<file path="config.mk">
export PLATFORM = sky130hd
export DESIGN_NAME = id_allocator_fifo_free_list_core
export DESIGN_NICKNAME = d
export VERILOG_FILES = /design/src/sv/idafl_pkg.sv /design/src/sv/id_allocator_fifo_free_list_core.sv /design/src/sv/idafl_ctrl.sv /design/src/sv/idafl_dp.sv
export SDC_FILE = /design/constraint.sdc
export NUM_CORES = 2
export LEC_CHECK = 0
export ABC_CLOCK_PERIOD_IN_PS = 15800
export BUFFER_PORTS_ARGS = -buffer_cell sky130_fd_sc_hd__buf_2
export CORE_AREA = 4 4 390 681
export DETAILED_ROUTE_END_ITERATION = 16
export DIE_AREA = 0 0 394 685
export GPL_TIMING_DRIVEN = 1
export SYNTH_ARGS = -nofsm -noshare
export SYNTH_HDL_FRONTEND = slang
export SYNTH_SLANG_ARGS = --single-unit
</file>
<file path="constraint.sdc">
create_clock -name clk -period 15.8 [get_ports clk]
set_clock_uncertainty 0.1 [all_clocks]
set_input_delay 2.37 -clock clk [delete_from_list [all_inputs] [get_ports clk]]
set_output_delay 2.37 -clock clk [all_outputs]
set_load 0.02 [all_outputs]
</file>
<file path="src/sv/idafl_pkg.sv">
// Shared types and codes of the ID allocator with a FIFO free list.
`default_nettype none

package idafl_pkg;

  typedef enum logic [1:0] {
    OP_ALLOC = 2'd0,
    OP_FREE  = 2'd1,
    OP_MARK  = 2'd2
  } opcode_t;

  typedef enum logic [1:0] {
    STAT_OK        = 2'd0,
    STAT_EXHAUSTED = 2'd1,
    STAT_FULL      = 2'd2,
    STAT_RANGE     = 2'd3
  } status_t;

  typedef struct packed {
    opcode_t    opcode;
    logic [7:0] id_in;
  } in_item_t;

  typedef struct packed {
    logic [7:0] id_out;
    status_t    status;
  } out_item_t;

  typedef enum logic [3:0] {
    S_IDLE,
    S_DECODE,
    S_POP,
    S_FILL,
    S_FILL_END,
    S_SCAN_RD,
    S_SCAN_CMP,
    S_SHIFT_RD,
    S_SHIFT_WR,
    S_REMOVE
  } ctrl_state_t;

  typedef enum logic [3:0] {
    DP_NOP,
    DP_LATCH,
    DP_RD_HEAD,
    DP_POP,
    DP_FRESH,
    DP_PUSH,
    DP_BUMP,
    DP_FILL,
    DP_FILL_END,
    DP_SCAN_RD,
    DP_SCAN_NEXT,
    DP_SHIFT_RD,
    DP_SHIFT_WR,
    DP_REMOVE_END,
    DP_REPORT
  } dp_op_t;

  typedef struct packed {
    dp_op_t  op;
    status_t status;
  } dp_cmd_t;

  typedef struct packed {
    opcode_t opcode;
    logic    count_zero;
    logic    fresh_avail;
    logic    id_range;
    logic    free_full;
    logic    id_eq;
    logic    id_gt;
    logic    gap_full;
    logic    fill_last;
    logic    match;
    logic    scan_last;
    logic    shift_last;
  } dp_stat_t;

endpackage

`default_nettype wire

</file>
<file path="src/sv/id_allocator_fifo_free_list_core.sv">
// Top level of the ID allocator with a FIFO free list.
`default_nettype none

// Hands out unique IDs from 0 to ID_COUNT-1. A transaction is taken on the
// input channel at a rising edge where start is high and busy is low; the
// opcode selects allocate, free or mark-used. Every transaction yields exactly
// one result transaction: out_valid is high for one cycle with out_item, and
// the receiver cannot stall it, so no result ever waits.
// Paths through the controller: allocate from the fresh counter, free,
//   mark-used equal to the counter and every error are reported straight
//   from the decode state; allocate from the free list first reads the head,
//   since the single read port of the free-list memory has a registered output.
//   Mark-used above the counter makes one memory write per skipped ID. Mark-
//   used below the counter searches the list entry by entry and, when the ID
//   is found, shifts each entry behind it down one place and closes the gap;
//   with an empty list it is reported straight from the decode state.
// busy falls in the cycle that shows the result, so the next transaction can
// be taken at the edge that ends it, and one transaction is in work at a time.
// Synchronous reset (rst_n low) empties the free list and clears the fresh
// counter; the memory contents are not cleared because only entries inside
// the live window are ever read, so no clearing pass is needed.
module id_allocator_fifo_free_list_core import idafl_pkg::*; #(
  parameter int ID_COUNT = 256
) (
  input  wire logic     clk,
  input  wire logic     rst_n,
  input  wire logic     start,
  output logic          busy,
  input  wire in_item_t in_item,
  output logic          out_valid,
  output out_item_t     out_item
);

  dp_cmd_t  cmd;
  dp_stat_t stat;

  // The controller sequences one transaction; it sees start and the datapath status (flags and latched opcode).
  idafl_ctrl u_ctrl (
    .clk   (clk),
    .rst_n (rst_n),
    .start (start),
    .stat  (stat),
    .cmd   (cmd),
    .busy  (busy)
  );

  // The datapath owns the free-list memory, all counters and the result register.
  idafl_dp #(
    .ID_COUNT (ID_COUNT)
  ) u_dp (
    .clk       (clk),
    .rst_n     (rst_n),
    .in_item   (in_item),
    .cmd       (cmd),
    .stat      (stat),
    .out_valid (out_valid),
    .out_item  (out_item)
  );

endmodule

`default_nettype wire

</file>
<file path="src/sv/idafl_ctrl.sv">
// Sequencing state machine of the ID allocator.
`default_nettype none

module idafl_ctrl import idafl_pkg::*; (
  input  wire logic     clk,
  input  wire logic     rst_n,
  input  wire logic     start,
  input  wire dp_stat_t stat,
  output dp_cmd_t       cmd,
  output logic          busy
);

  ctrl_state_t state_r;
  ctrl_state_t state_nxt;

  always_ff @(posedge clk) begin
    if (!rst_n) begin
      state_r <= S_IDLE;
    end else begin
      state_r <= state_nxt;
    end
  end

  always_comb begin
    state_nxt  = state_r;
    cmd.op     = DP_NOP;
    cmd.status = STAT_OK;
    unique case (state_r)
      S_IDLE: begin
        if (start) begin
          cmd.op    = DP_LATCH;
          state_nxt = S_DECODE;
        end
      end
      S_DECODE: begin
        state_nxt = S_IDLE;
        unique case (stat.opcode)
          OP_ALLOC: begin
            priority if (!stat.count_zero) begin
              cmd.op    = DP_RD_HEAD;
              state_nxt = S_POP;
            end else if (stat.fresh_avail) begin
              cmd.op = DP_FRESH;
            end else begin
              cmd.op     = DP_REPORT;
              cmd.status = STAT_EXHAUSTED;
            end
          end
          OP_FREE: begin
            priority if (stat.id_range) begin
              cmd.op     = DP_REPORT;
              cmd.status = STAT_RANGE;
            end else if (stat.free_full) begin
              cmd.op     = DP_REPORT;
              cmd.status = STAT_FULL;
            end else begin
              cmd.op = DP_PUSH;
            end
          end
          OP_MARK: begin
            priority if (stat.id_range) begin
              cmd.op     = DP_REPORT;
              cmd.status = STAT_RANGE;
            end else if (stat.id_eq) begin
              cmd.op = DP_BUMP;
            end else if (stat.id_gt) begin
              if (stat.gap_full) begin
                cmd.op     = DP_REPORT;
                cmd.status = STAT_FULL;
              end else begin
                state_nxt = S_FILL;
              end
            end else if (stat.count_zero) begin
              cmd.op = DP_REPORT;
            end else begin
              cmd.op    = DP_SCAN_RD;
              state_nxt = S_SCAN_CMP;
            end
          end
          default: begin
            cmd.op = DP_REPORT;
          end
        endcase
      end
      S_POP: begin
        cmd.op    = DP_POP;
        state_nxt = S_IDLE;
      end
      S_FILL: begin
        cmd.op = DP_FILL;
        if (stat.fill_last) begin
          state_nxt = S_FILL_END;
        end
      end
      S_FILL_END: begin
        cmd.op    = DP_FILL_END;
        state_nxt = S_IDLE;
      end
      S_SCAN_RD: begin
        cmd.op    = DP_SCAN_RD;
        state_nxt = S_SCAN_CMP;
      end
      S_SCAN_CMP: begin
        priority if (stat.match) begin
          state_nxt = stat.scan_last ? S_REMOVE : S_SHIFT_RD;
        end else if (stat.scan_last) begin
          // The ID is not in the list: accepted without any change.
          cmd.op    = DP_REPORT;
          state_nxt = S_IDLE;
        end else begin
          cmd.op    = DP_SCAN_NEXT;
          state_nxt = S_SCAN_RD;
        end
      end
      S_SHIFT_RD: begin
        cmd.op    = DP_SHIFT_RD;
        state_nxt = S_SHIFT_WR;
      end
      S_SHIFT_WR: begin
        cmd.op    = DP_SHIFT_WR;
        state_nxt = stat.shift_last ? S_REMOVE : S_SHIFT_RD;
      end
      S_REMOVE: begin
        cmd.op    = DP_REMOVE_END;
        state_nxt = S_IDLE;
      end
      default: begin
        state_nxt = S_IDLE;
      end
    endcase
  end

  assign busy = (state_r != S_IDLE);

endmodule

`default_nettype wire

</file>
<file path="src/sv/idafl_dp.sv">
// Datapath of the ID allocator: free-list memory, pointers, counters and result register.
`default_nettype none

module idafl_dp import idafl_pkg::*; #(
  parameter int ID_COUNT = 256
) (
  input  wire logic     clk,
  input  wire logic     rst_n,
  input  wire in_item_t in_item,
  input  wire dp_cmd_t  cmd,
  output dp_stat_t      stat,
  output logic          out_valid,
  output out_item_t     out_item
);

  localparam int AW  = $clog2(ID_COUNT);
  localparam int CW  = $clog2(ID_COUNT + 1);
  localparam int CW1 = CW + 1;
  localparam logic [AW-1:0] LAST_SLOT = AW'(ID_COUNT - 1);
  localparam logic [17:0]   N_WIDE    = 18'(ID_COUNT);

  logic [7:0] mem [ID_COUNT];

  opcode_t         op_r,     op_nxt;
  logic [7:0]      id_r,     id_nxt;
  logic [AW-1:0]   head_r,   head_nxt;
  logic [AW-1:0]   tail_r,   tail_nxt;
  logic [CW-1:0]   count_r,  count_nxt;
  logic [CW-1:0]   nf_r,     nf_nxt;
  logic [AW-1:0]   ptr_r,    ptr_nxt;
  logic [CW-1:0]   idx_r,    idx_nxt;
  logic [7:0]      fill_r,   fill_nxt;
  logic [7:0]      rd_data_r;
  logic            out_valid_r, out_valid_nxt;
  out_item_t       out_item_r,  out_item_nxt;

  logic [AW-1:0]   head_inc, tail_inc, tail_dec, ptr_inc;
  logic            rd_en, wr_en;
  logic [AW-1:0]   rd_addr, wr_addr;
  logic [7:0]      wr_data;
  logic [17:0]     id_wide, nf_wide, cnt_wide;

  assign head_inc = (head_r == LAST_SLOT) ? '0 : head_r + 1'b1;
  assign tail_inc = (tail_r == LAST_SLOT) ? '0 : tail_r + 1'b1;
  assign tail_dec = (tail_r == '0) ? LAST_SLOT : tail_r - 1'b1;
  assign ptr_inc  = (ptr_r == LAST_SLOT) ? '0 : ptr_r + 1'b1;

  // Memory port selection.
  always_comb begin
    rd_en   = 1'b0;
    rd_addr = ptr_r;
    wr_en   = 1'b0;
    wr_addr = tail_r;
    wr_data = id_r;
    unique case (cmd.op)
      DP_RD_HEAD: begin
        rd_en   = 1'b1;
        rd_addr = head_r;
      end
      DP_SCAN_RD: begin
        rd_en = 1'b1;
      end
      DP_SHIFT_RD: begin
        rd_en   = 1'b1;
        rd_addr = ptr_inc;
      end
      DP_PUSH: begin
        wr_en = 1'b1;
      end
      DP_FILL: begin
        wr_en   = 1'b1;
        wr_data = fill_r;
      end
      DP_SHIFT_WR: begin
        wr_en   = 1'b1;
        wr_addr = ptr_r;
        wr_data = rd_data_r;
      end
      default: begin
      end
    endcase
  end

  always_ff @(posedge clk) begin
    if (wr_en) begin
      mem[wr_addr] <= wr_data;
    end
    if (rd_en) begin
      rd_data_r <= mem[rd_addr];
    end
  end

  // Register updates for each datapath command.
  always_comb begin
    op_nxt        = op_r;
    id_nxt        = id_r;
    head_nxt      = head_r;
    tail_nxt      = tail_r;
    count_nxt     = count_r;
    nf_nxt        = nf_r;
    ptr_nxt       = ptr_r;
    idx_nxt       = idx_r;
    fill_nxt      = fill_r;
    out_valid_nxt = 1'b0;
    out_item_nxt  = out_item_r;
    unique case (cmd.op)
      DP_LATCH: begin
        op_nxt   = in_item.opcode;
        id_nxt   = in_item.id_in;
        ptr_nxt  = head_r;
        idx_nxt  = '0;
        fill_nxt = 8'(nf_r);
      end
      DP_POP: begin
        head_nxt      = head_inc;
        count_nxt     = count_r - 1'b1;
        out_valid_nxt = 1'b1;
        out_item_nxt  = '{id_out: rd_data_r, status: STAT_OK};
      end
      DP_FRESH: begin
        nf_nxt        = nf_r + 1'b1;
        out_valid_nxt = 1'b1;
        out_item_nxt  = '{id_out: 8'(nf_r), status: STAT_OK};
      end
      DP_PUSH: begin
        tail_nxt      = tail_inc;
        count_nxt     = count_r + 1'b1;
        out_valid_nxt = 1'b1;
        out_item_nxt  = '{id_out: 8'd0, status: STAT_OK};
      end
      DP_BUMP: begin
        nf_nxt        = nf_r + 1'b1;
        out_valid_nxt = 1'b1;
        out_item_nxt  = '{id_out: 8'd0, status: STAT_OK};
      end
      DP_FILL: begin
        tail_nxt  = tail_inc;
        count_nxt = count_r + 1'b1;
        fill_nxt  = fill_r + 8'd1;
      end
      DP_FILL_END: begin
        nf_nxt        = CW'(9'(id_r) + 9'd1);
        out_valid_nxt = 1'b1;
        out_item_nxt  = '{id_out: 8'd0, status: STAT_OK};
      end
      DP_SCAN_NEXT, DP_SHIFT_WR: begin
        ptr_nxt = ptr_inc;
        idx_nxt = idx_r + 1'b1;
      end
      DP_REMOVE_END: begin
        tail_nxt      = tail_dec;
        count_nxt     = count_r - 1'b1;
        out_valid_nxt = 1'b1;
        out_item_nxt  = '{id_out: 8'd0, status: STAT_OK};
      end
      DP_REPORT: begin
        out_valid_nxt = 1'b1;
        out_item_nxt  = '{id_out: 8'd0, status: cmd.status};
      end
      default: begin
      end
    endcase
  end

  always_ff @(posedge clk) begin
    if (!rst_n) begin
      head_r      <= '0;
      tail_r      <= '0;
      count_r     <= '0;
      nf_r        <= '0;
      out_valid_r <= 1'b0;
    end else begin
      head_r      <= head_nxt;
      tail_r      <= tail_nxt;
      count_r     <= count_nxt;
      nf_r        <= nf_nxt;
      out_valid_r <= out_valid_nxt;
    end
  end

  always_ff @(posedge clk) begin
    op_r       <= op_nxt;
    id_r       <= id_nxt;
    ptr_r      <= ptr_nxt;
    idx_r      <= idx_nxt;
    fill_r     <= fill_nxt;
    out_item_r <= out_item_nxt;
  end

  // Status toward the controller.
  assign id_wide  = 18'(id_r);
  assign nf_wide  = 18'(nf_r);
  assign cnt_wide = 18'(count_r);

  always_comb begin
    stat.opcode      = op_r;
    stat.count_zero  = (count_r == '0);
    stat.fresh_avail = (nf_wide != N_WIDE);
    stat.id_range    = (id_wide >= N_WIDE);
    stat.free_full   = (cnt_wide == N_WIDE);
    stat.id_eq       = (id_wide == nf_wide);
    stat.id_gt       = (id_wide > nf_wide);
    stat.gap_full    = ((cnt_wide + id_wide - nf_wide) > N_WIDE);
    stat.fill_last   = ((9'(fill_r) + 9'd1) == 9'(id_r));
    stat.match       = (rd_data_r == id_r);
    stat.scan_last   = ((CW1'(idx_r) + CW1'(1)) == CW1'(count_r));
    stat.shift_last  = ((CW1'(idx_r) + CW1'(2)) == CW1'(count_r));
  end

  assign out_valid = out_valid_r;
  assign out_item  = out_item_r;

`ifndef SYNTHESIS
  a_count_bound: assert property (@(posedge clk) disable iff (!rst_n)
    32'(count_r) <= ID_COUNT)
    else $error("free list count exceeds its capacity");

  a_fresh_bound: assert property (@(posedge clk) disable iff (!rst_n)
    32'(nf_r) <= ID_COUNT)
    else $error("fresh counter exceeds the ID range");

  a_tail_consistent: assert property (@(posedge clk) disable iff (!rst_n)
    (((32'(head_r) + 32'(count_r)) >= ID_COUNT) ?
      (32'(head_r) + 32'(count_r) - ID_COUNT) :
      (32'(head_r) + 32'(count_r))) == 32'(tail_r))
    else $error("tail pointer disagrees with head pointer and count");

  a_single_strobe: assert property (@(posedge clk) disable iff (!rst_n)
    out_valid_r |=> !out_valid_r)
    else $error("result strobe held for more than one cycle");
`endif

endmodule

`default_nettype wire
</file>
==> summary by stage <==
Routing
The aggregate routed wire length is 311000 µm. The first routing iteration left 6956 violations. The detail route stage leaves a number of antenna-violating nets equal to 0.

Across all layers, the routed design uses 59000 vias. The first detailed-routing pass ran for 6 iterations. The number of DRC violations after detailed routing is 0.

The wire length per cell is 30.8 µm. Dividing the detail-routed via count by the number of cells gives 5.85.

Die
The total core area is 0.260 mm². The total die area is 0.270 mm². The I/O pin total is 25. From left edge to right edge, the die measures 394 µm.

For this configuration, the core starts out at a cell density of 34.9%. The overall die height is 685 µm. The initialized floorplan defines 248 standard-cell rows.

Yosys
Synthesis produced a netlist whose cell count is 6618. The number of flops mapped to enable cells by yosys is 2101. The synthesized netlist occupies a cell area of 0.0907 mm². After synthesis, the cell types taking the most area are edfxtp_1, mux2i_1, nand2_1. The most frequently used flop master after synthesis is edfxtp_1. The mean post-synth cell area is 13.7 µm².

In the synthesized netlist the async set-or-reset flop fraction comes to 0%. Sorting the synthesized cells by how often they occur yields edfxtp_1, nand2_1, mux2i_1, nand3_1, nor2_1. The number of warnings printed during yosys synthesis is 0. The number of synthesized register bits is 2140. The most common cell in the synthesized netlist is edfxtp_1. The top cell type by area accounts for 69.6% of the synthesized area. The sequential cell area fraction in the yosys report is 70.5%.

Counting distinct cell types in the post-synthesis netlist gives 89. The post-synthesis cell type with the largest combined area is edfxtp_1. Counting every net in the synthesized netlist gives 6675.

Worst setup path
The cell with the largest stage delay on the worst path is o32a_1. The data arrival time of the critical path is 10.63 ns. The critical-path maximum fanout is 47. The worst setup path is launched from a flop. The highest cell delay on the worst timing path is 0.94 ns.

Data on the critical path is required at its endpoint by 16.43 ns. The critical path's most frequent cell is buf_4. The worst setup path is of the reg -> reg kind.

The kind of end point of the critical path is a flop.

Timing
Measured against its own limit, the worst slew margin works out to 0.140%. The number of hold violations in the final report is 0. The number of pins with negative max-slew slack in the final report is 0.

Summed over all failing endpoints, the final setup total negative slack is 0 ns. The clock period minus final worst setup slack is 9.99 ns. Setup repair after global routing left no endpoint under its margin. The actual transition at the worst max-transition pin is 1.50 ns. Dividing the final minimum period by the clock period gives 63.3%.

Derived from the worst setup path, the maximum achievable clock frequency is 100 MHz. The tightest hold path in the finished design has a slack of 0.505 ns. Setup violations remaining at the end of the flow were counted as 0. The setup slack of the critical path after layout is 5.81 ns.

CTS
CTS saw 2140 sinks. The H-tree generated during clock tree synthesis spans 4 levels. Post-CTS repair changed the size of 0 cells. The CTS tree is yes.

The clock-pin slew of the registers on the worst-case setup and hold paths is 0.08 ns. The hold buffer count at CTS is 0. The post-CTS setup-driven buffer insertion count is 0. Counting the buffers created by CTS gives 186. In this run the deepest clock path goes through 4 buffers.

The cell chosen for the clock root is clkbuf_16. For the worst-skew pair, the clock arrives at the later sink with an insertion delay of 0.89 ns.

Cells and area
The signed area change from the synthesized netlist to the final layout is 10.8%. After the last flow step, the layout net total stands at 6617. After routing the design area is 0.100 mm². The post-route netlist has 8.81% of its cells at a drive strength greater than 1.

Power and ir drop
The clock network power share is 35.3%. The switching power is 0.00355 W. The internal power is 0.00926 W. The leakage power of the design is 32.9 nW. The share of power burned in registers is 49.9%.

Across the VDD grid, the largest voltage drop is 0.0000839 V. The cell area power density is 128 mW/mm². The combinational share of power is 14.8%. Of the total power, the share spent switching nets is 27.7%.

Placed design
At the end of routability-driven placement, the weighted congestion stood at 0.999. The total cell area at the placement stage is 0.0946 mm². The number of port buffers is 24. Timing analysis after detailed placement gives a worst setup slack of 5.93 ns.

The HPWL after detailed placement is 197000 µm.

GRT
The via count of the first global-routing pass is 57800. The first-pass GRT wire length is 437000 µm. After global routing the overflow that remains totals 0. The global-route total usage across every layer is 22.3%.

The maximum number of pins on one net before global-route repair is 187. The initial antenna violation count is 22.

Flow run
The number of violations of the max-capacitance limit is 1.

Status
The final reports fail on capacitance limit. The run finished, with violations left.

Min path
The min-delay analysis places its worst path in the category reg -> reg.
[placed cells by master, fill, tap and decap left out, types with 44 or more instances in the layout]
cell,n
a22oi_1,51
xnor2_1,44
o21ai_0,81
a21oi_1,200
mux2i_1,444
a211oi_1,240
buf_4,164
a311oi_1,57
edfxtp_1,2101
and4_1,49
nand2_1,1105
nor3_1,53
nor2_1,380
nand3_1,391
o31a_1,63
a31oi_1,81
clkbuf_16,189
[through the flow]
step / util (%) / instances / power [W]
floorplan: - / 6618 / 0.00759
global placement: 36.3 / 9729 / 0.00832
detailed placement: 36.4 / 9744 / 0.00835
CTS: 38.6 / 10100 / 0.0128
global route: 38.6 / 10100 / 0.0131
finish: 38.6 / 10100 / 0.0128
[cell families after synthesis]
| logic type | Yosys count | share of synthesized area [%] |
|---|---|---|
| adders and majority gates | 44 | 0.632 |
| AOI/OAI and AO/OA | 1184 | 9.44 |
| xor gates and xnor gates | 85 | 0.838 |
| DFF | 2140 | 70.5 |
| muxes | 486 | 5.47 |
| buffers and inverters | 496 | 2.64 |
| and+or+nand+nor | 2183 | 10.5 |
[routing by layer]
layer  track usage [%]  routed length (µm)  vias to the layer above
li1                  -                   -                    25200
met1              23.5              101000                    29800
met2              38.0              152000                     3072
met5                 0                 124                        -
met4              20.1               33600                       18
met3              4.09               24000                      952
[state kept, by name (all words and copies together) (netlist names)]
register	count
u_dp.op_r	2
u_dp.id_r	8
u_dp.tail_r	8
u_ctrl.state_r	4
u_dp.out_item	10
u_dp.fill_r	8
u_dp.head_r	8
u_dp.mem	2048
u_dp.out_valid	1
u_dp.nf_r	9
u_dp.idx_r	9
u_dp.ptr_r	8
u_dp.rd_data_r	8
u_dp.count_r	9
[final timing paths]
kind | slack [ns] | endpoint | from | cells past startpoint
max | 5.81 | u_dp.rd_data_r[4]$_DFFE_PP_ | u_dp.id_r[0]$_DFFE_PP_ | 28
min | 0.51 | u_dp.head_r[3]$_SDFFE_PN0P_ | u_dp.head_r[2]$_SDFFE_PN0P_ | 3
max reg2reg | 5.81 | u_dp.rd_data_r[4]$_DFFE_PP_ | u_dp.id_r[0]$_DFFE_PP_ | 28
min reg2reg | 0.51 | u_dp.head_r[3]$_SDFFE_PN0P_ | u_dp.head_r[2]$_SDFFE_PN0P_ | 3
[worst max-delay path: cells and delay by family (launching register included)]
family                   cells  cell delay [ns]
XOR/XNOR                     1             0.15
buffers and inverters        5             2.45
flip-flops                   1             0.49
AND/OR/NAND/NOR              2             0.44
AO/OA/AOI/OAI               15             4.35
adder cells (fa/ha/maj)      3             0.97
multiplexers                 2             0.73
[layout make-up]
type                            count  area, µm²
Antenna cell                       17       42.5
Sequential cell                  2140      63900
Timing Repair Buffer              212       1720
Inverter                           38        143
Multi-Input combinational cell   3982      24700
Clock inverter                    100        891
Tap cell                         3375       4220
Fill cell                       24200     160000
Clock buffer                      225       4860
[power groups by stage]
stage | Clock [W] | Sequential (W) | Combinational [W]
final | 0.00452 | 0.00639 | 0.00190
after global routing | 0.00477 | 0.00639 | 0.00197
after CTS | 0.00456 | 0.00639 | 0.00185
after detailed placement | 0 | 0.00651 | 0.00184
after global placement | 0 | 0.00651 | 0.00181
after floorplan | 0 | 0.00653 | 0.00106
No activity file was read; power rests on OpenSTA's default activity.
